===== config.mk =====
export PLATFORM = sky130hd
export DESIGN_NAME = length_prefixed_packet_deframer_flat
export DESIGN_NICKNAME = d
export VERILOG_FILES = /design/src/hw/rtl/lpd_pkg.sv /design/src/hw/rtl/lpd_in_if.sv /design/src/hw/rtl/lpd_out_if.sv /design/src/hw/rtl/length_prefixed_packet_deframer.sv /design/src/hw/rtl/lpd_core.sv /design/src/hw/rtl/lpd_outbuf.sv /design/src/flat_wrapper.sv
export SDC_FILE = /design/constraint.sdc
export NUM_CORES = 1
export LEC_CHECK = 0
export BUFFER_PORTS_ARGS = -buffer_cell sky130_fd_sc_hd__buf_2
export CAP_MARGIN = 20
export CELL_PAD_IN_SITES_DETAIL_PLACEMENT = 0
export CELL_PAD_IN_SITES_GLOBAL_PLACEMENT = 2
export CORE_MARGIN = 2
export CORE_UTILIZATION = 40
export CTS_CLUSTER_SIZE = 24
export DETAILED_ROUTE_END_ITERATION = 6
export GPL_TIMING_DRIVEN = 1
export PLACE_DENSITY_LB_ADDON = 0.1
export SYNTH_ARGS = -nofsm -noshare
export SYNTH_HDL_FRONTEND = slang
export SYNTH_SLANG_ARGS = --single-unit

===== constraint.sdc =====
create_clock -name i_clk -period 6.8 [get_ports i_clk]
set_input_delay 0.34 -clock i_clk [delete_from_list [all_inputs] [get_ports i_clk]]
set_output_delay 0.34 -clock i_clk [all_outputs]
set_load 0.01 [all_outputs]

===== src/hw/rtl/lpd_pkg.sv =====
// ----------------------------------------------------------------------------
// Length-prefixed deframer package
// Shared widths, codes and the result record of the deframer.
// ----------------------------------------------------------------------------
package lpd_pkg;

    // Width of the running stream offset counter (16 to 64).
    localparam int OFFSET_BITS = 32;

    localparam int BYTE_W      = 8;
    localparam int LEN_W       = 24;
    localparam int START_W     = 32;
    localparam int CFG_DATA_W  = 8;
    localparam int CFG_INDEX_W = 1;

    typedef logic [OFFSET_BITS-1:0] t_offset;
    typedef logic [LEN_W-1:0]       t_length;
    typedef logic [BYTE_W-1:0]      t_byte;

    typedef enum logic [1:0] {
        ST_PAYLOAD = 2'd0,
        ST_EMPTY   = 2'd1,
        ST_BAD_CMD = 2'd2
    } t_status;

    typedef enum logic [CFG_INDEX_W-1:0] {
        CFG_DIRECTION   = 1'd0,
        CFG_MAX_COMMAND = 1'd1
    } t_cfg_index;

    localparam logic  DIR_REQUEST     = 1'b0;
    localparam t_byte MAX_COMMAND_RST = 8'd31;

    typedef struct packed {
        t_status            status;
        t_byte              payload_byte;
        logic               first_of_packet;
        logic               last_of_packet;
        t_byte              sequence_number;
        logic [START_W-1:0] packet_start_offset;
    } t_result;

endpackage


===== src/hw/rtl/lpd_in_if.sv =====
// ----------------------------------------------------------------------------
// Deframer input channel
// One raw stream byte per request, valid/ready handshake.
// ----------------------------------------------------------------------------
interface lpd_in_if;
    logic          valid;
    logic          ready;
    lpd_pkg::t_byte data_byte;

    modport source (output valid, output data_byte, input ready);
    modport sink   (input valid, input data_byte, output ready);
endinterface


===== src/hw/rtl/lpd_out_if.sv =====
// ----------------------------------------------------------------------------
// Deframer output channel
// One deframed result per request, valid/ready handshake.
// ----------------------------------------------------------------------------
interface lpd_out_if;
    logic                               valid;
    logic                               ready;
    logic [1:0]                         status;
    logic [lpd_pkg::BYTE_W-1:0]         payload_byte;
    logic                               first_of_packet;
    logic                               last_of_packet;
    logic [lpd_pkg::BYTE_W-1:0]         sequence_number;
    logic [lpd_pkg::START_W-1:0]        packet_start_offset;

    modport source (output valid, output status, output payload_byte,
                    output first_of_packet, output last_of_packet,
                    output sequence_number, output packet_start_offset,
                    input ready);
    modport sink   (input valid, input status, input payload_byte,
                    input first_of_packet, input last_of_packet,
                    input sequence_number, input packet_start_offset,
                    output ready);
endinterface


===== src/hw/rtl/length_prefixed_packet_deframer.sv =====
// ----------------------------------------------------------------------------
// Length-prefixed packet deframer
// Each result is registered in the output register, or in the skid stage
// while the output stalls. Throughput: one byte per cycle while ready is high.
// Input ready drops only while the skid stage holds a stalled result.
// Reset (synchronous, active low) clears parser state and the buffer, and
// loads the registers with request direction and a command limit of 31.
// ----------------------------------------------------------------------------
module length_prefixed_packet_deframer (
    input  logic                                i_clk,
    input  logic                                i_rst_n,
    input  logic                                i_cfg_we,
    input  logic [lpd_pkg::CFG_INDEX_W-1:0]     i_cfg_index,
    input  logic [lpd_pkg::CFG_DATA_W-1:0]      i_cfg_data,
    lpd_in_if.sink                              i_in,
    lpd_out_if.source                           o_out
);

    // A request is taken from the input whenever the output buffer has room.
    // Header bytes update only the parser state; payload bytes, empty packet
    // markers and the single bad command error each produce one result.
    logic             take;
    logic             buf_ready;
    logic             res_valid;
    lpd_pkg::t_result res;
    lpd_pkg::t_result out_res;

    assign i_in.ready = buf_ready;
    assign take       = i_in.valid && buf_ready;

    lpd_core u_core (
        .i_clk       (i_clk),
        .i_rst_n     (i_rst_n),
        .i_cfg_we    (i_cfg_we),
        .i_cfg_index (i_cfg_index),
        .i_cfg_data  (i_cfg_data),
        .i_take      (take),
        .i_byte      (i_in.data_byte),
        .o_res_valid (res_valid),
        .o_res       (res)
    );

    // The output register plus a skid stage keep input flowing while the
    // consumer stalls, until the skid stage holds a result.
    lpd_outbuf u_outbuf (
        .i_clk       (i_clk),
        .i_rst_n     (i_rst_n),
        .i_push      (res_valid),
        .i_res       (res),
        .o_ready     (buf_ready),
        .o_valid     (o_out.valid),
        .i_pop_ready (o_out.ready),
        .o_res       (out_res)
    );

    assign o_out.status              = out_res.status;
    assign o_out.payload_byte        = out_res.payload_byte;
    assign o_out.first_of_packet     = out_res.first_of_packet;
    assign o_out.last_of_packet      = out_res.last_of_packet;
    assign o_out.sequence_number     = out_res.sequence_number;
    assign o_out.packet_start_offset = out_res.packet_start_offset;

endmodule


===== src/hw/rtl/lpd_core.sv =====
// ----------------------------------------------------------------------------
// Deframer core
// Header/payload tracking, offset counting, command check and config.
// ----------------------------------------------------------------------------
module lpd_core (
    input  logic                                i_clk,
    input  logic                                i_rst_n,
    input  logic                                i_cfg_we,
    input  logic [lpd_pkg::CFG_INDEX_W-1:0]     i_cfg_index,
    input  logic [lpd_pkg::CFG_DATA_W-1:0]      i_cfg_data,
    input  logic                                i_take,
    input  lpd_pkg::t_byte                      i_byte,
    output logic                                o_res_valid,
    output lpd_pkg::t_result                    o_res
);

    typedef enum logic [4:0] {
        PH_HDR0    = 5'b00001,
        PH_HDR1    = 5'b00010,
        PH_HDR2    = 5'b00100,
        PH_HDR3    = 5'b01000,
        PH_PAYLOAD = 5'b10000
    } t_phase;

    t_phase            r_phase,         n_phase;
    lpd_pkg::t_length  r_payload_length, n_payload_length;
    lpd_pkg::t_length  r_bytes_left,    n_bytes_left;
    lpd_pkg::t_byte    r_held_seq,      n_held_seq;
    lpd_pkg::t_offset  r_stream_offset, n_stream_offset;
    lpd_pkg::t_offset  r_current_start, n_current_start;
    logic              r_halted,        n_halted;
    logic              r_direction;
    lpd_pkg::t_byte    r_max_command;

    logic              first_byte;
    lpd_pkg::t_length  left_dec;

    assign first_byte = (r_bytes_left == r_payload_length);
    assign left_dec   = r_bytes_left - lpd_pkg::t_length'(1);

    always_comb begin
        n_phase          = r_phase;
        n_payload_length = r_payload_length;
        n_bytes_left     = r_bytes_left;
        n_held_seq       = r_held_seq;
        n_stream_offset  = r_stream_offset;
        n_current_start  = r_current_start;
        n_halted         = r_halted;
        o_res_valid      = 1'b0;
        o_res.status              = lpd_pkg::ST_PAYLOAD;
        o_res.payload_byte        = '0;
        o_res.first_of_packet     = 1'b0;
        o_res.last_of_packet      = 1'b0;
        o_res.sequence_number     = r_held_seq;
        o_res.packet_start_offset = lpd_pkg::START_W'(r_current_start);

        if (i_take && !r_halted) begin
            n_stream_offset = r_stream_offset + lpd_pkg::t_offset'(1);
            case (r_phase)
                PH_HDR1: begin
                    n_payload_length[15:8] = i_byte;
                    n_phase = PH_HDR2;
                end
                PH_HDR2: begin
                    n_payload_length[23:16] = i_byte;
                    n_phase = PH_HDR3;
                end
                PH_HDR3: begin
                    n_held_seq = i_byte;
                    if (r_payload_length == '0) begin
                        // Empty packet: a single marker, no command check.
                        n_phase = PH_HDR0;
                        o_res_valid           = 1'b1;
                        o_res.status          = lpd_pkg::ST_EMPTY;
                        o_res.first_of_packet = 1'b1;
                        o_res.last_of_packet  = 1'b1;
                        o_res.sequence_number = i_byte;
                    end else begin
                        n_bytes_left = r_payload_length;
                        n_phase      = PH_PAYLOAD;
                    end
                end
                PH_PAYLOAD: begin
                    o_res_valid = 1'b1;
                    if (first_byte && r_direction == lpd_pkg::DIR_REQUEST &&
                        i_byte > r_max_command) begin
                        n_halted              = 1'b1;
                        o_res.status          = lpd_pkg::ST_BAD_CMD;
                        o_res.first_of_packet = 1'b1;
                    end else begin
                        n_bytes_left          = left_dec;
                        o_res.payload_byte    = i_byte;
                        o_res.first_of_packet = first_byte;
                        o_res.last_of_packet  = (left_dec == '0);
                        if (left_dec == '0) begin
                            n_phase = PH_HDR0;
                        end
                    end
                end
                default: begin
                    // First header byte; also covers any stray phase code.
                    n_current_start  = r_stream_offset;
                    n_payload_length = lpd_pkg::t_length'(i_byte);
                    n_phase          = PH_HDR1;
                end
            endcase
        end
    end

    always_ff @(posedge i_clk) begin
        if (!i_rst_n) begin
            r_phase          <= PH_HDR0;
            r_payload_length <= '0;
            r_bytes_left     <= '0;
            r_held_seq       <= '0;
            r_stream_offset  <= '0;
            r_current_start  <= '0;
            r_halted         <= 1'b0;
            r_direction      <= lpd_pkg::DIR_REQUEST;
            r_max_command    <= lpd_pkg::MAX_COMMAND_RST;
        end else begin
            r_phase          <= n_phase;
            r_payload_length <= n_payload_length;
            r_bytes_left     <= n_bytes_left;
            r_held_seq       <= n_held_seq;
            r_stream_offset  <= n_stream_offset;
            r_current_start  <= n_current_start;
            r_halted         <= n_halted;
            if (i_cfg_we) begin
                case (i_cfg_index)
                    lpd_pkg::CFG_DIRECTION:   r_direction   <= i_cfg_data[0];
                    lpd_pkg::CFG_MAX_COMMAND: r_max_command <= i_cfg_data;
                    default: ;
                endcase
            end
        end
    end

    // Once halted, no byte may produce a result.
    a_halt_silent: assert property (@(posedge i_clk) disable iff (!i_rst_n)
        r_halted |-> !o_res_valid) else $error("result after halt");

    // A bad command result always leaves the block halted.
    a_err_halts: assert property (@(posedge i_clk) disable iff (!i_rst_n)
        (o_res_valid && o_res.status == lpd_pkg::ST_BAD_CMD) |=> r_halted)
        else $error("bad command did not halt");

    // The last payload byte returns the parser to the first header byte.
    a_last_rewinds: assert property (@(posedge i_clk) disable iff (!i_rst_n)
        (o_res_valid && o_res.status == lpd_pkg::ST_PAYLOAD && o_res.last_of_packet)
        |=> (r_phase == PH_HDR0)) else $error("last byte did not end packet");

    // Offset advances by exactly one for each byte taken while running.
    a_offset_step: assert property (@(posedge i_clk) disable iff (!i_rst_n)
        (i_take && !r_halted) |=>
        (r_stream_offset == $past(r_stream_offset) + lpd_pkg::t_offset'(1)))
        else $error("stream offset step wrong");

endmodule


===== src/hw/rtl/lpd_outbuf.sv =====
// ----------------------------------------------------------------------------
// Deframer output buffer
// Result register with a skid stage so the input keeps flowing.
// ----------------------------------------------------------------------------
module lpd_outbuf (
    input  logic               i_clk,
    input  logic               i_rst_n,
    input  logic               i_push,
    input  lpd_pkg::t_result   i_res,
    output logic               o_ready,
    output logic               o_valid,
    input  logic               i_pop_ready,
    output lpd_pkg::t_result   o_res
);

    logic             r_out_valid;
    logic             r_skid_valid;
    lpd_pkg::t_result r_out;
    lpd_pkg::t_result r_skid;
    logic             pop;

    assign o_ready = !r_skid_valid;
    assign o_valid = r_out_valid;
    assign o_res   = r_out;
    assign pop     = r_out_valid && i_pop_ready;

    always_ff @(posedge i_clk) begin
        if (!i_rst_n) begin
            r_out_valid  <= 1'b0;
            r_skid_valid <= 1'b0;
        end else if (!r_out_valid || pop) begin
            if (r_skid_valid) begin
                r_out_valid  <= 1'b1;
                r_skid_valid <= 1'b0;
            end else begin
                r_out_valid <= i_push;
            end
        end else if (i_push) begin
            r_skid_valid <= 1'b1;
        end
    end

    always_ff @(posedge i_clk) begin
        if (!r_out_valid || pop) begin
            r_out <= r_skid_valid ? r_skid : i_res;
        end else if (i_push) begin
            r_skid <= i_res;
        end
    end

    // The skid stage only fills behind an occupied output register.
    a_skid_behind: assert property (@(posedge i_clk) disable iff (!i_rst_n)
        r_skid_valid |-> r_out_valid) else $error("skid without output");

    // A push into a full buffer would drop a result.
    a_no_overflow: assert property (@(posedge i_clk) disable iff (!i_rst_n)
        (r_skid_valid && i_push) |-> 1'b0) else $error("push into full buffer");

    // A stalled output with a pending push must park it in the skid stage.
    a_skid_fill: assert property (@(posedge i_clk) disable iff (!i_rst_n)
        (r_out_valid && !i_pop_ready && i_push) |=> r_skid_valid)
        else $error("pushed result lost");

endmodule

===== src/flat_wrapper.sv =====
// flat-port wrapper written by rule: the top's interface ports become plain ports
module length_prefixed_packet_deframer_flat 
  (i_clk, i_rst_n, i_cfg_we, i_cfg_index, i_cfg_data, i_in_valid, i_in_data_byte, i_in_ready, o_out_valid, o_out_status, o_out_payload_byte, o_out_first_of_packet, o_out_last_of_packet, o_out_sequence_number, o_out_packet_start_offset, o_out_ready);
  lpd_in_if i_in_i ();
  lpd_out_if o_out_i ();
  input  logic i_clk;
  input  logic i_rst_n;
  input  logic i_cfg_we;
  input  logic [lpd_pkg::CFG_INDEX_W-1:0] i_cfg_index;
  input  logic [lpd_pkg::CFG_DATA_W-1:0] i_cfg_data;
  input wire logic [$bits(i_in_i.valid)-1:0] i_in_valid;
  input wire logic [$bits(i_in_i.data_byte)-1:0] i_in_data_byte;
  output wire logic [$bits(i_in_i.ready)-1:0] i_in_ready;
  output wire logic [$bits(o_out_i.valid)-1:0] o_out_valid;
  output wire logic [$bits(o_out_i.status)-1:0] o_out_status;
  output wire logic [$bits(o_out_i.payload_byte)-1:0] o_out_payload_byte;
  output wire logic [$bits(o_out_i.first_of_packet)-1:0] o_out_first_of_packet;
  output wire logic [$bits(o_out_i.last_of_packet)-1:0] o_out_last_of_packet;
  output wire logic [$bits(o_out_i.sequence_number)-1:0] o_out_sequence_number;
  output wire logic [$bits(o_out_i.packet_start_offset)-1:0] o_out_packet_start_offset;
  input wire logic [$bits(o_out_i.ready)-1:0] o_out_ready;
  assign i_in_i.valid = i_in_valid;
  assign i_in_i.data_byte = i_in_data_byte;
  assign i_in_ready = i_in_i.ready;
  assign o_out_valid = o_out_i.valid;
  assign o_out_status = o_out_i.status;
  assign o_out_payload_byte = o_out_i.payload_byte;
  assign o_out_first_of_packet = o_out_i.first_of_packet;
  assign o_out_last_of_packet = o_out_i.last_of_packet;
  assign o_out_sequence_number = o_out_i.sequence_number;
  assign o_out_packet_start_offset = o_out_i.packet_start_offset;
  assign o_out_i.ready = o_out_ready;
  length_prefixed_packet_deframer u_core (.i_clk(i_clk), .i_rst_n(i_rst_n), .i_cfg_we(i_cfg_we), .i_cfg_index(i_cfg_index), .i_cfg_data(i_cfg_data), .i_in(i_in_i), .o_out(o_out_i));
endmodule

### After elaboration in Yosys (flattened, before gate mapping)

Index checks and enable logic that the tools add are counted.

| cells by class | value |
|---|---|
| $add $sub $neg | 2 |
| $lt $le $gt $ge | 1 |
| equality and inequality tests | 8 |
| muxes and demuxes | 25 |
| bitwise logic cells | 7 |
| reductions and logical operators | 26 |

Operators with widths:

| cell | number |
|---|---|
| two-way mux 52 bit | 1 |
| zero test 24 bit | 2 |
| two-way mux 24 bit | 2 |
| case mux 24 bit (2 select lines) | 1 |
| adder 32 x 1 -> 32 bit (second input constant) | 1 |
| case mux 8 bit (2 select lines) | 2 |
| equality test 24 bit | 1 |
| two-way mux 8 bit | 3 |
| subtractor 24 x 1 -> 24 bit (second input constant) | 1 |
| two-way mux 20 bit | 1 |
| case mux 5 bit (4 select lines) | 1 |
| two-way mux 5 bit | 3 |
| AND reduction 2 bit | 7 |
| two-way mux 10 bit | 1 |
| greater-than comparator 8 bit | 1 |
| case mux 2 bit (2 select lines) | 2 |
| inverter 1 bit | 7 |
| two-way mux 1 bit | 6 |
| inequality test 2 bit (second input constant) | 3 |
| AND reduction 3 bit | 2 |
| OR reduction 3 bit | 2 |
| equality test 5 x 2 -> 1 bit (second input constant) | 1 |
| equality test 5 x 3 -> 1 bit (second input constant) | 1 |
| equality test 5 x 4 -> 1 bit (second input constant) | 1 |
| other kinds (10) | 16 |

| storage, ports and cells | value |
|---|---|
| bits in registers | 241 |
| input port bits | 22 |
| output and inout port bits | 54 |

### Logic depth before layout (Yosys ltp)

Gate-level depths: netlist of run 1.

| depth | value |
|---|---|
| depth in word-level cells | 7 |
| gate-level depth with buffers | 11 |
| depth with buffers taken out | 9 |

### By module

From an unflattened synthesis of run 1, not the netlist that was laid out.

| second synthesis, totals | value |
|---|---|
| cell total of the unflattened synthesis | 1,034 |
| area, all modules | 10,920.5 µm² |

Modules (own cells, without submodules):

| module | instances | cells an instance | area an instance (µm²) | seq. area each (µm²) |
|---|---|---|---|---|
| lpd_core | 1 | 862 | 6,830.3 | 2,702.6 |
| lpd_outbuf | 1 | 171 | 4,083.9 | 3,163.0 |
| length_prefixed_packet_deframer | 1 | 1 | 6.3 | 0.0 |

### Worst setup path before layout of run 1

OpenSTA, ideal clock, no wires.

| timing | value |
|---|---|
| path type | in2reg |
| start point | input port o_out_ready |
| end point | register u_core.u_outbuf.r_skid[0] (netlist bit) (enable) |
| library setup time | 479 ps |
| arrival | 4,338 ps |
| required time | 6,321 ps |
| path slack | 1,983 ps |
| stages on the path | 2 |
| path buffers | 0 |
| path through | nand2b_1 > a21oi_1 |

| between the ends | value |
|---|---|
| longest elaborated chain between the ends | 4 |

Ends and longest elaborated chain:

| item | RTL line | text |
|---|---|---|
| start: declaration | flat_wrapper.sv:21 | `input wire logic [$bits(o_out_i.ready)-1:0] o_out_ready;` |
| logical AND 1 bit | lpd_outbuf.sv:25 | `assign pop = r_out_valid && i_pop_ready;` |
| logical OR 1 bit | lpd_outbuf.sv:44 | `if (!r_out_valid \|\| pop) begin` |
| inverter 1 bit (no source line) | -- |  |
| AND reduction 2 bit (no source line) | -- |  |
| end signal: assignment | lpd_outbuf.sv:47 | `r_skid <= i_res;` |
| end: declaration | lpd_outbuf.sv:19 | `lpd_pkg::t_result r_skid;` |

No other way between the ends.
A chain may end at the register's enable or synchronous reset.

### Worst setup path after layout of run 1

| timing | value |
|---|---|
| start point | register u_core.u_core.r_halted |
| end point | register u_core.u_outbuf.r_skid[48] (netlist bit) (enable) |

| between the ends | value |
|---|---|
| longest elaborated chain between the ends | 4 |

Ends and longest elaborated chain:

| item | RTL line | text |
|---|---|---|
| start: declaration | lpd_core.sv:31 | `logic r_halted, n_halted;` |
| start signal: assignment | lpd_core.sv:128 | `r_halted <= n_halted;` |
| zero test 1 bit | lpd_core.sv:57 | `if (i_take && !r_halted) begin` |
| logical AND 1 bit | lpd_core.sv:57 |  |
| two-way mux 1 bit | lpd_core.sv:57 |  |
| AND reduction 2 bit (no source line) | -- |  |

No other way between the ends.

==> run metrics, run 1 <==
outcome finished, final reports clean; Avg Cell Area, Syn ~11 um^2; initial core utilization between 40% and 50%; post-synth top area share roughly 29%; CTS resizes 0; reg2reg setup slack between 3 and 4 ns; critical path's largest stage delay 0.86 ns; placeable core area 26900 um^2; area delta synth->final 14.4%; hold_buf cts 0; Power per Cell Area around 240 nW/um^2; Switching Share 23.5%; root buf cell clkbuf_16; Setup Fix Bufs, Post-CTS 0; Final ANT Viol Nets 0; Vias per Instance roughly 5.2; cell with the most instances after synthesis nand2_1; CP bufs+invs 1; most frequent cells after synthesis 144 x nand2_1, 137 x dfxtp_1, 104 x edfxtp_1; first drt pass iteration count 5; Setup Viol. Count Final 0; later-pin clock latency in the skew report approximately 0.55 ns; upper clock frequency limit 268 MHz; asr flop ratio synth 0%; post-route clock skew roughly 0.018 ns; capturing point of the worst reg2reg path u_core.u_outbuf.r_skid[48]$_DFFE_PP_; worst-margin pin slew around 1.1 ns; r2r worst-path depth 6; Final GP Congestion slightly below 0.8; VDD IR-drop max roughly 160 uV; DRT Wirelength about 26 mm; unrepaired setup endpoints after global routing false; CTS clk-pin slew, worst paths around 0.06 ns; origin of the worst setup path u_core.u_core.r_halted$_SDFFE_PN0P_; sum of negative setup slack 0 ns; post-synthesis sequential area ratio 53.8%; Unique masters post-synth 67; Clock Power Share 46.3%; Final Max Tran Viols 0; CTS max path bufs 3; Ys Warns 0; register area between 5000 and 6000 um^2; Layout Nets around 1.1k; ANT cells 0; Rows 60; critical path type reg -> reg; Synth Cell Area between 10000 and 15000 um^2; largest net degree at the start of global routing ~120; final hold vios 0; die area 28600 um^2; cts bufs inserted 27; proportion of layout cells with a drive suffix above 1 between 10% and 20%; synthesized flop and latch total 241; post-synth top area cell edfxtp_1; Die Y about 170 um; total track usage 18.2%; FILL cells 2595; Port Buffer Count 75; antenna violations before repair 0; top_reg_cell synth dfxtp_1; Congestion Overflow GR 0; Final min period 3.73 ns; HP Class in -> reg; data required time of the worst path about 7.0 ns; clock sinks between 200 and 250; Logic pwr share about 3.8%; ranking of synthesized cells by area edfxtp_1 29%, dfxtp_1 25%, nand2_1 5.0%, mux2_2 4.1%, xnor2_1 3.7%; cell-internal power 2.33 mW; DR vias between 7k and 8k; post-layout util 46.4%; Startpoint Class flip-flop; first-pass GRT wire length 41.5 mm; delay-heaviest family, CP simple AND/OR/NAND/NOR gates; Net Switching 717 uW; Crit path top cell by count nand2_1; Worst EP arrival slightly below 4 ns; Setup crit end kind flip-flop; Lkg Pwr about 5.0 nW; area of the multi-input gates 4740 um^2; Crit-path slowest cell a21oi_4; Levels on crit path 6; Die X between 150 and 200 um; register share of total power 49.9%; Cells after Synth slightly above 1k; I/O pins 76; crit share post-route a little over half; Slew HR 28.8%; max-cap violations 0; drt wl/cell around 18 um; Critical Path Fanout Max 27; number of synthesized flops with an enable pin ~100; critical-path cell list nor2_1 -> nand2_1 -> nor4_2 -> nand2_1 -> a21oi_4 -> buf_4; DR iter-0 viols ~480; reg2reg start u_core.u_core.r_halted$_SDFFE_PN0P_; crit path to u_core.u_outbuf.r_skid[48]$_DFFE_PP_; DPL Wire Length between 15 and 20 mm; CTS tree built; DR DRC count 0; H-tree levels 1; vias in the first global route about 7.3k; Post-Syn Nets approximately 1.1k
[registers in the layout (all words and copies together), names as in the netlist, 5 cells and up]
name,count
u_core.u_core.r_current_start,32
u_core.u_core.r_bytes_left,24
u_core.u_core.r_payload_length,24
u_core.u_core.r_held_seq,8
u_core.u_core.r_phase,5
u_core.u_core.r_max_command,8
u_core.u_outbuf.o_res,52
u_core.u_outbuf.r_skid,52
u_core.u_core.r_stream_offset,32
[cell type report]
class | count | share of cell area, %
clock inverters | 21 | 1.27
repair buffers | 87 | 3.91
well taps | 341 | 3.42
inverters | 18 | 0.542
clock buffers | 29 | 5.73
flip-flops and latches | 241 | 47.1
multi-input cells | 710 | 38.0
[stage by stage]
step | hold slack [ns] | instance area [um^2] | setup slack [ns] | total power [mW] | cells
final | 0.0219 | 12500 | 3.07 | 3.05 | 1447
after global routing | 0.0203 | 12500 | 2.70 | 3.16 | 1447
after CTS | 0.00128 | 12400 | 3.01 | 3.09 | 1446
after detailed placement | 0.443 | 11600 | 3.06 | 1.67 | 1396
after global placement | 0.447 | 11600 | 3.20 | 1.67 | 1396
after floorplan | 0.426 | 10900 | 1.98 | 1.62 | 1029
[kinds of logic (layout without fill, tap and decap cells)]
kind of cell | after synthesis | in the layout | synth area share [%]
mux | 76 | 76 | 7.44
simple gates | 394 | 394 | 19.0
flops | 241 | 241 | 53.8
fa+ha+maj | 11 | 11 | 1.26
buf+inv | 78 | 155 | 2.95
xor+xnor | 58 | 58 | 4.66
compound gates | 171 | 171 | 10.9
[routing by layer]
metal / vias up / routed length, um / GRT usage [%]
met5: - / 0 / 0
met4: 0 / 527 / 4.27
met3: 38 / 1060 / 2.78
met2: 155 / 11900 / 29.7
met1: 3604 / 12300 / 25.5
li1: 3790 / - / -
[worst reg2reg max path: stages (launching register included)]
cell and delay (ns):
dfxtp_1 0.32, nor2_1 0.12, nand2_1 0.28, nor4_2 0.84
nand2_1 0.48, a21oi_4 0.86, buf_4 0.49
[placed cells by master, fill, tap and decap left out, drive strengths merged, types with 13 or more instances in the layout]
| cell | netlist | routed |
|---|---|---|
| nor3 | 13 | 13 |
| inv | 18 | 21 |
| xnor2 | 46 | 46 |
| nand4 | 19 | 19 |
| and3 | 13 | 13 |
| clkbuf | 47 | 29 |
| buf | 13 | 87 |
| or3 | 13 | 13 |
| and2 | 32 | 32 |
| mux2i | 36 | 36 |
| edfxtp | 104 | 104 |
| o21ai | 29 | 29 |
| dfxtp | 137 | 137 |
| nor4 | 13 | 13 |
| nor2b | 45 | 45 |
| nand2 | 144 | 144 |
| mux2 | 40 | 40 |
| nor2 | 48 | 48 |
| a21oi | 24 | 24 |
| nand3 | 31 | 31 |
| clkinv | 0 | 13 |
| a21boi | 45 | 45 |
| a21o | 14 | 14 |
[power groups by stage]
| stage | clock, mW | combinational (mW) | sequential, mW |
|---|---|---|---|
| 4_1_cts | 1.45 | 0.117 | 1.52 |
| 6_report | 1.41 | 0.117 | 1.52 |
| 5_1_grt | 1.51 | 0.130 | 1.52 |
| 3_3_place_gp | 0 | 0.117 | 1.55 |
| 2_1_floorplan | 0 | 0.0765 | 1.55 |
| 3_5_place_dp | 0 | 0.117 | 1.55 |
[worst min path at each step]
stage,startpoint,to,slack (ns),cells after the start
finish,i_cfg_data[1],u_core.u_core.r_max_command[1]$_SDFFE_PN1P_,0.02,3
global route,i_cfg_data[3],u_core.u_core.r_max_command[3]$_SDFFE_PN1P_,0.02,3
CTS,i_cfg_data[1],u_core.u_core.r_max_command[1]$_SDFFE_PN1P_,0.001,3
detailed placement,u_core.u_core.r_current_start[3]$_SDFFE_PN0P_,u_core.u_outbuf.r_skid[3]$_DFFE_PP_,0.44,0
global placement,u_core.u_core.r_current_start[22]$_SDFFE_PN0P_,u_core.u_outbuf.r_skid[22]$_DFFE_PP_,0.45,0
floorplan,u_core.u_core.r_current_start[0]$_SDFFE_PN0P_,u_core.u_outbuf.r_skid[0]$_DFFE_PP_,0.43,0
(Power assumes the default switching activity.)
==> run 2, diff against run 1 <==
--- a/config.mk
+++ b/config.mk
@@ -10,7 +10,7 @@
 export CELL_PAD_IN_SITES_DETAIL_PLACEMENT = 0
 export CELL_PAD_IN_SITES_GLOBAL_PLACEMENT = 2
 export CORE_MARGIN = 2
-export CORE_UTILIZATION = 40
+export CORE_UTILIZATION = 36
 export CTS_CLUSTER_SIZE = 24
 export DETAILED_ROUTE_END_ITERATION = 6
 export GPL_TIMING_DRIVEN = 1
==> constraint.sdc (replaced) <==
create_clock -name i_clk -period 3.2 [get_ports i_clk]
set_input_delay 0.16 -clock i_clk [delete_from_list [all_inputs] [get_ports i_clk]]
set_output_delay 0.16 -clock i_clk [all_outputs]
set_load 0.01 [all_outputs]
==> run 2 against run 1 <==
  * Clock power rose by 120%
  * Clock skew fell by 0.0047 ns
  * First-iteration DRC count fell by 8.1%
==> run metrics, run 2 (synthesized netlist as in run 1, its figures left out) <==
outcome finished, final reports clean (unchanged); DRT Wirelength 27.4 mm (was 25.7 mm); drt wl/cell 17.8 um (about the same); post-route clock skew 0.0131 ns (was 0.0178 ns); critical path type reg -> reg (unchanged); sum of negative setup slack 0 ns (unchanged); most frequent cells in the layout 144 x nand2_1, 136 x dfxtp_1, 104 x edfxtp_1, 74 x buf_2, 47 x nor2_1 (unchanged); WHS 0.0306 ns (was 0.0219 ns); Final min period 2.89 ns (was 3.73 ns); register share of total power 48.4% (was 49.9%); DPL Wire Length 18.6 mm (was 16.9 mm); capturing point of the worst reg2reg path u_core.u_outbuf.o_res[40]$_DFFE_PP_ (was u_core.u_outbuf.r_skid[48]$_DFFE_PP_); critical path's largest stage delay 0.63 ns (was 0.86 ns); Startpoint Class flip-flop (unchanged); Worst EP arrival 3.30 ns (was 3.94 ns); root buf cell clkbuf_16 (unchanged); upper clock frequency limit 347 MHz (was 268 MHz); Non-Filler Instances 1536 (was 1447); clock sinks 241 (unchanged); Lkg Pwr 5.18 nW (was 4.96 nW); total track usage 17.5% (was 18.2%); Critical Path Fanout Max 7 (was 27); Layout Nets 1158 (was 1118); Die X 178 um (was 169 um); origin of the worst setup path u_core.u_core.r_bytes_left[0]$_SDFFE_PN0P_ (was u_core.u_core.r_halted$_SDFFE_PN0P_); ANT cells 0 (unchanged); Worst Setup Slack post-DPL 0.372 ns (was 3.06 ns); first-pass GRT wire length 43.4 mm (was 41.5 mm); critical-path cell list inv_1 -> ha_1 -> or4b_2 -> xnor2_1 -> or3_1 -> a221oi_2 -> nand4_2 -> o41ai_1 -> a21o_1 (was nor2_1 -> nand2_1 -> nor4_2 -> nand2_1 -> a21oi_4 -> buf_4); DR vias 7656 (was 7587); hold path start i_cfg_we (was i_cfg_data[1]); Final ANT Viol Nets 0 (unchanged); unrepaired setup endpoints after global routing false (unchanged); initial core utilization 36.7% (was 40.5%); Final GP Congestion 0.836 (was 0.788); data required time of the worst path 3.61 ns (was 7.00 ns); Setup crit end kind flip-flop (unchanged); final hold vios 0 (unchanged); crit share post-route 90.2% (was 54.9%); Power per Cell Area 517 nW/um^2 (was 244 nW/um^2); die area 31700 um^2 (was 28600 um^2); Slew HR 43.0% (was 28.8%); hold depth 4 (was 3); Vias per Instance 4.98 (was 5.24); Final Max Tran Viols 0 (unchanged); first drt pass iteration count 6 (was 5); I/O pins 76 (unchanged); CTS max path bufs 3 (unchanged); largest net degree at the start of global routing 55 (was 122); worst-margin pin slew 0.847 ns (was 1.05 ns); Crit-path slowest cell or4b_2 (was a21oi_4); dpl cells 1469 (was 1396); Rows 63 (was 60); commonest non-fill, non-tap cell in the layout nand2_1 (unchanged); CTS tree built (unchanged); later-pin clock latency in the skew report 0.55 ns (about the same); reg2reg setup slack 0.31 ns (was 3.07 ns); proportion of layout cells with a drive suffix above 1 19.3% (was 18.4%); max-cap violations 0 (unchanged); CTS resizes 0 (unchanged); cts bufs inserted 27 (unchanged); Port Buffer Count 75 (unchanged); antenna violations before repair 0 (unchanged); Switching Share 21.8% (was 23.5%); cell-internal power 5.22 mW (was 2.33 mW); Setup Viol. Count Final 0 (unchanged); r2r worst-path depth 9 (was 6); Die Y 178 um (was 169 um); Clock Power Share 47.5% (was 46.3%); reg2reg start u_core.u_core.r_bytes_left[0]$_SDFFE_PN0P_ (was u_core.u_core.r_halted$_SDFFE_PN0P_); DR DRC count 0 (unchanged); design area 12900 um^2 (was 12500 um^2); CTS clk-pin slew, worst paths 0.06 ns (about the same); DR iter-0 viols 440 (was 479); Hold EP u_core.u_core.r_max_command[6]$_SDFFE_PN0P_ (was u_core.u_core.r_max_command[1]$_SDFFE_PN1P_); placeable core area 29700 um^2 (was 26900 um^2); area delta synth->final 18.6% (was 14.4%); dpl cell area 11800 um^2 (was 11600 um^2); Logic pwr share 4.0% (was 3.8%); HP Class in -> reg (unchanged); VDD IR-drop max 373 uV (was 160 uV); Congestion Overflow GR 0 (unchanged); H-tree levels 1 (unchanged); Setup WS post-layout 0.315 ns (was 3.07 ns); vias in the first global route 7478 (was 7338); Net Switching 1.46 mW (was 717 uW)
-- run 2: worst max-delay path, delay by kind of cell (launching register included) --
kind,cells,cell delay (ns)
xor gates and xnor gates,1,0.15
AOI/OAI and AO/OA,3,0.81
buffers and inverters,1,0.11
and+or+nand+nor,3,1.14
DFF,1,0.38
adders and majority gates,1,0.16
-- run 2: layout make-up --
type,instances,area (um^2)
Inverter,18,67.6
Multi-Input combinational cell,710,4740
Timing Repair Buffer,127,836
Sequential cell,241,5870
Fill cell,2842,16800
Tap cell,390,488
Clock inverter,14,168
Clock buffer,36,749
-- run 2: repair_timing --
item	in CTS	in global routing
hold endpoints to repair	23	0
hold buffers	17	0
setup buffers	0	0
-- run 2: metal layers --
metal	share of wire, %	track usage (%)	up-vias
li1	-	-	3854
met1	49	24.6	3638
met2	46	28.4	119
met3	3.1	2.23	45
met4	2.6	4.71	0
met5	0	0	-
-- run 2: per-stage QoR --
| stage | utilization [%] | power [mW] |
|---|---|---|
| floorplan | - | 3.45 |
| global placement | 39.8 | 3.56 |
| detailed placement | 39.8 | 3.56 |
| CTS | 43.5 | 6.78 |
| global route | 43.5 | 6.91 |
| finish | 43.5 | 6.67 |
-- run 2: worst max-delay path by stage --
| stage | end | slack (ns) | cells after the start |
|---|---|---|---|
| final | u_core.u_outbuf.o_res[40]$_DFFE_PP_ | 0.31 | 9 |
| after global placement | u_core.u_outbuf.o_res[40]$_DFFE_PP_ | 0.43 | 9 |
| after CTS | u_core.u_outbuf.o_res[40]$_DFFE_PP_ | 0.33 | 9 |
| after floorplan | u_core.u_outbuf.r_skid[0]$_DFFE_PP_ | 0.34 | 7 |
| after global routing | u_core.u_outbuf.o_res[40]$_DFFE_PP_ | 0.17 | 9 |
| after detailed placement | u_core.u_outbuf.o_res[40]$_DFFE_PP_ | 0.37 | 9 |
-- run 2: power groups by stage --
| stage | clock network [mW] | logic (mW) | registers (mW) |
|---|---|---|---|
| 4_1_cts | 3.27 | 0.275 | 3.23 |
| 2_1_floorplan | 0 | 0.163 | 3.29 |
| 3_5_place_dp | 0 | 0.258 | 3.30 |
| 3_3_place_gp | 0 | 0.259 | 3.30 |
| 5_1_grt | 3.38 | 0.298 | 3.23 |
| 6_report | 3.17 | 0.270 | 3.23 |
==> run 3, diff against run 2 <==
--- a/config.mk
+++ b/config.mk
@@ -15,6 +15,7 @@
 export DETAILED_ROUTE_END_ITERATION = 6
 export GPL_TIMING_DRIVEN = 1
 export PLACE_DENSITY_LB_ADDON = 0.1
+export RECOVER_POWER = 50
 export SYNTH_ARGS = -nofsm -noshare
 export SYNTH_HDL_FRONTEND = slang
 export SYNTH_SLANG_ARGS = --single-unit
==> run 3 against run 2 <==
  * Flip-flop and latch count unchanged
  * Sequential power barely moved
  * Power about the same
  * Cell count unchanged
  * Highest routed layer unchanged
  * Setup slack improved by 0.0062 ns
  * Largest cell class unchanged
  * First-iteration DRC count shrank 4.3%
  * Global-route usage did not move
==> run metrics, run 3 (synthesized netlist as in run 1, its figures left out) <==
critical path's largest stage delay 0.63 ns (about the same); Power per Cell Area 520 nW/um^2 (was 517 nW/um^2); Startpoint Class flip-flop (unchanged); post-route clock skew 0.0129 ns (was 0.0131 ns); initial core utilization 36.7% (unchanged); Non-Filler Instances 1536 (unchanged); max-cap violations 0 (unchanged); Layout Nets 1158 (unchanged); CTS max path bufs 3 (unchanged); Final GP Congestion 0.836 (unchanged); Congestion Overflow GR 0 (unchanged); DRT Wirelength 27.5 mm (was 27.4 mm); total track usage 17.5% (unchanged); VDD IR-drop max 372 uV (was 373 uV); Critical Path Fanout Max 7 (unchanged); Die Y 178 um (unchanged); cts bufs inserted 27 (unchanged); proportion of layout cells with a drive suffix above 1 14.0% (was 19.3%); Vias per Instance 5.01 (was 4.98); r2r worst-path depth 9 (unchanged); DR iter-0 viols 421 (was 440); Lkg Pwr 4.93 nW (was 5.18 nW); later-pin clock latency in the skew report 0.55 ns (about the same); I/O pins 76 (unchanged); CTS tree built (unchanged); drt wl/cell 17.9 um (was 17.8 um); most frequent cells in the layout 144 x nand2_1, 137 x dfxtp_1, 104 x edfxtp_1, 62 x clkbuf_1, 47 x nor2_1 (was 144 x nand2_1, 136 x dfxtp_1, 104 x edfxtp_1, 74 x buf_2, 47 x nor2_1); dpl cells 1469 (unchanged); critical path type reg -> reg (unchanged); Crit-path slowest cell or4b_2 (unchanged); Final ANT Viol Nets 0 (unchanged); placeable core area 29700 um^2 (unchanged); Final Max Tran Viols 0 (unchanged); Die X 178 um (unchanged); Setup Viol. Count Final 0 (unchanged); antenna violations before repair 0 (unchanged); first-pass GRT wire length 43.4 mm (unchanged); area delta synth->final 17.8% (was 18.6%); clock sinks 241 (unchanged); DR vias 7689 (was 7656); Setup Fix Bufs, Post-CTS 0 (unchanged); largest net degree at the start of global routing 55 (unchanged); upper clock frequency limit 347 MHz (about the same); root buf cell clkbuf_16 (unchanged); Port Buffer Count 75 (unchanged); outcome finished, final reports clean (unchanged); delay-heaviest family, CP simple AND/OR/NAND/NOR gates (unchanged); Setup crit end kind flip-flop (unchanged); HP Class in -> reg (unchanged); commonest non-fill, non-tap cell in the layout nand2_1 (unchanged); worst-margin pin slew 1.45 ns (was 0.847 ns); unrepaired setup endpoints after global routing false (unchanged); sum of negative setup slack 0 ns (unchanged); Slew HR 3.60% (was 43.0%); Levels on crit path 9 (unchanged); vias in the first global route 7478 (unchanged); data required time of the worst path 3.61 ns (about the same); DR DRC count 0 (unchanged); H-tree levels 1 (unchanged); Rows 63 (unchanged); Worst EP arrival 3.29 ns (was 3.30 ns); final hold vios 0 (unchanged); CP bufs+invs 1 (unchanged); die area 31700 um^2 (unchanged); hold depth 4 (unchanged); crit share post-route 90.0% (was 90.2%); Final min period 2.88 ns (was 2.89 ns); first drt pass iteration count 6 (unchanged); critical-path cell list inv_1 -> ha_1 -> or4b_2 -> xnor2_1 -> or3_1 -> a221oi_2 -> nand4_2 -> o41ai_1 -> a21o_1 (unchanged); reg2reg setup slack 0.32 ns (was 0.31 ns); DPL Wire Length 18.6 mm (unchanged); ANT cells 0 (unchanged); CTS clk-pin slew, worst paths 0.06 ns (about the same)
==> run 3: changes by cell type in the layout (fill, tap and decap cells not counted), moves of 2 or more <==
cell      before  now
clkbuf_2       0    2
buf_4         34   29
and2_0         0    4
mux2_2        40   38
and2_1        32   28
clkbuf_1       5   62
buf_2         74   20
mux2_1         0    2
==> run 3: layout make-up <==
class                           instances  area, um^2
Fill cell                            2883       16900
Inverter                               18        67.6
Multi-Input combinational cell        710        4740
Clock buffer                           36         749
Clock inverter                         14         168
Sequential cell                       241        5870
Tap cell                              390         488
Timing Repair Buffer                  127         752
==> run 3: per-layer routing <==
metal  vias to the layer above  part of all wire (%)  track usage, %
met4                         0                   2.6            4.71
met5                         -                     0               0
met2                       120                    46            28.4
met1                      3665                    49            24.6
li1                       3859                     -               -
met3                        45                   3.1            2.23
==> run 3: what timing repair did <==
action	in CTS	in global routing
hold buffers	17	0
gates resized for setup	0	0
hold endpoints to repair	23	0
==> run 3: power breakdown <==
group          internal (mW)  switching (mW)
registers               3.20          0.0265
clock network           1.90            1.27
logic                  0.112           0.156
total                   5.21            1.46
==> run 3: path summary, 6_finish.rpt <==
kind | to | from
worst max-delay path | u_core.u_outbuf.o_res[40]$_DFFE_PP_ | u_core.u_core.r_bytes_left[0]$_SDFFE_PN0P_
worst min-delay path | u_core.u_core.r_max_command[6]$_SDFFE_PN0P_ | i_cfg_we
worst max register to register | u_core.u_outbuf.o_res[40]$_DFFE_PP_ | u_core.u_core.r_bytes_left[0]$_SDFFE_PN0P_
worst min register to register | u_core.u_outbuf.r_skid[15]$_DFFE_PP_ | u_core.u_core.r_current_start[15]$_SDFFE_PN0P_
==> run 3: metrics by stage <==
| step | cell area, um^2 | hold WS [ns] | setup WS [ns] | utilization (%) | power, mW |
|---|---|---|---|---|---|
| after floorplan | 10900 | 0.284 | 0.337 | - | 3.45 |
| after global placement | 11800 | 0.388 | 0.428 | 39.8 | 3.56 |
| after detailed placement | 11800 | 0.388 | 0.372 | 39.8 | 3.56 |
| after CTS | 12900 | 0.0149 | 0.325 | 43.5 | 6.78 |
| after global routing | 12800 | 0.0493 | 0.166 | 43.2 | 6.90 |
| final | 12800 | 0.0305 | 0.321 | 43.2 | 6.67 |
==> run 3: worst reg2reg max path, cell delays in order, from the launching register on <==
cell	delay, ns
dfxtp_1	0.38
inv_1	0.11
ha_1	0.16
or4b_2	0.63
xnor2_1	0.15
or3_1	0.33
a221oi_2	0.28
nand4_2	0.17
o41ai_1	0.40
a21o_1	0.13
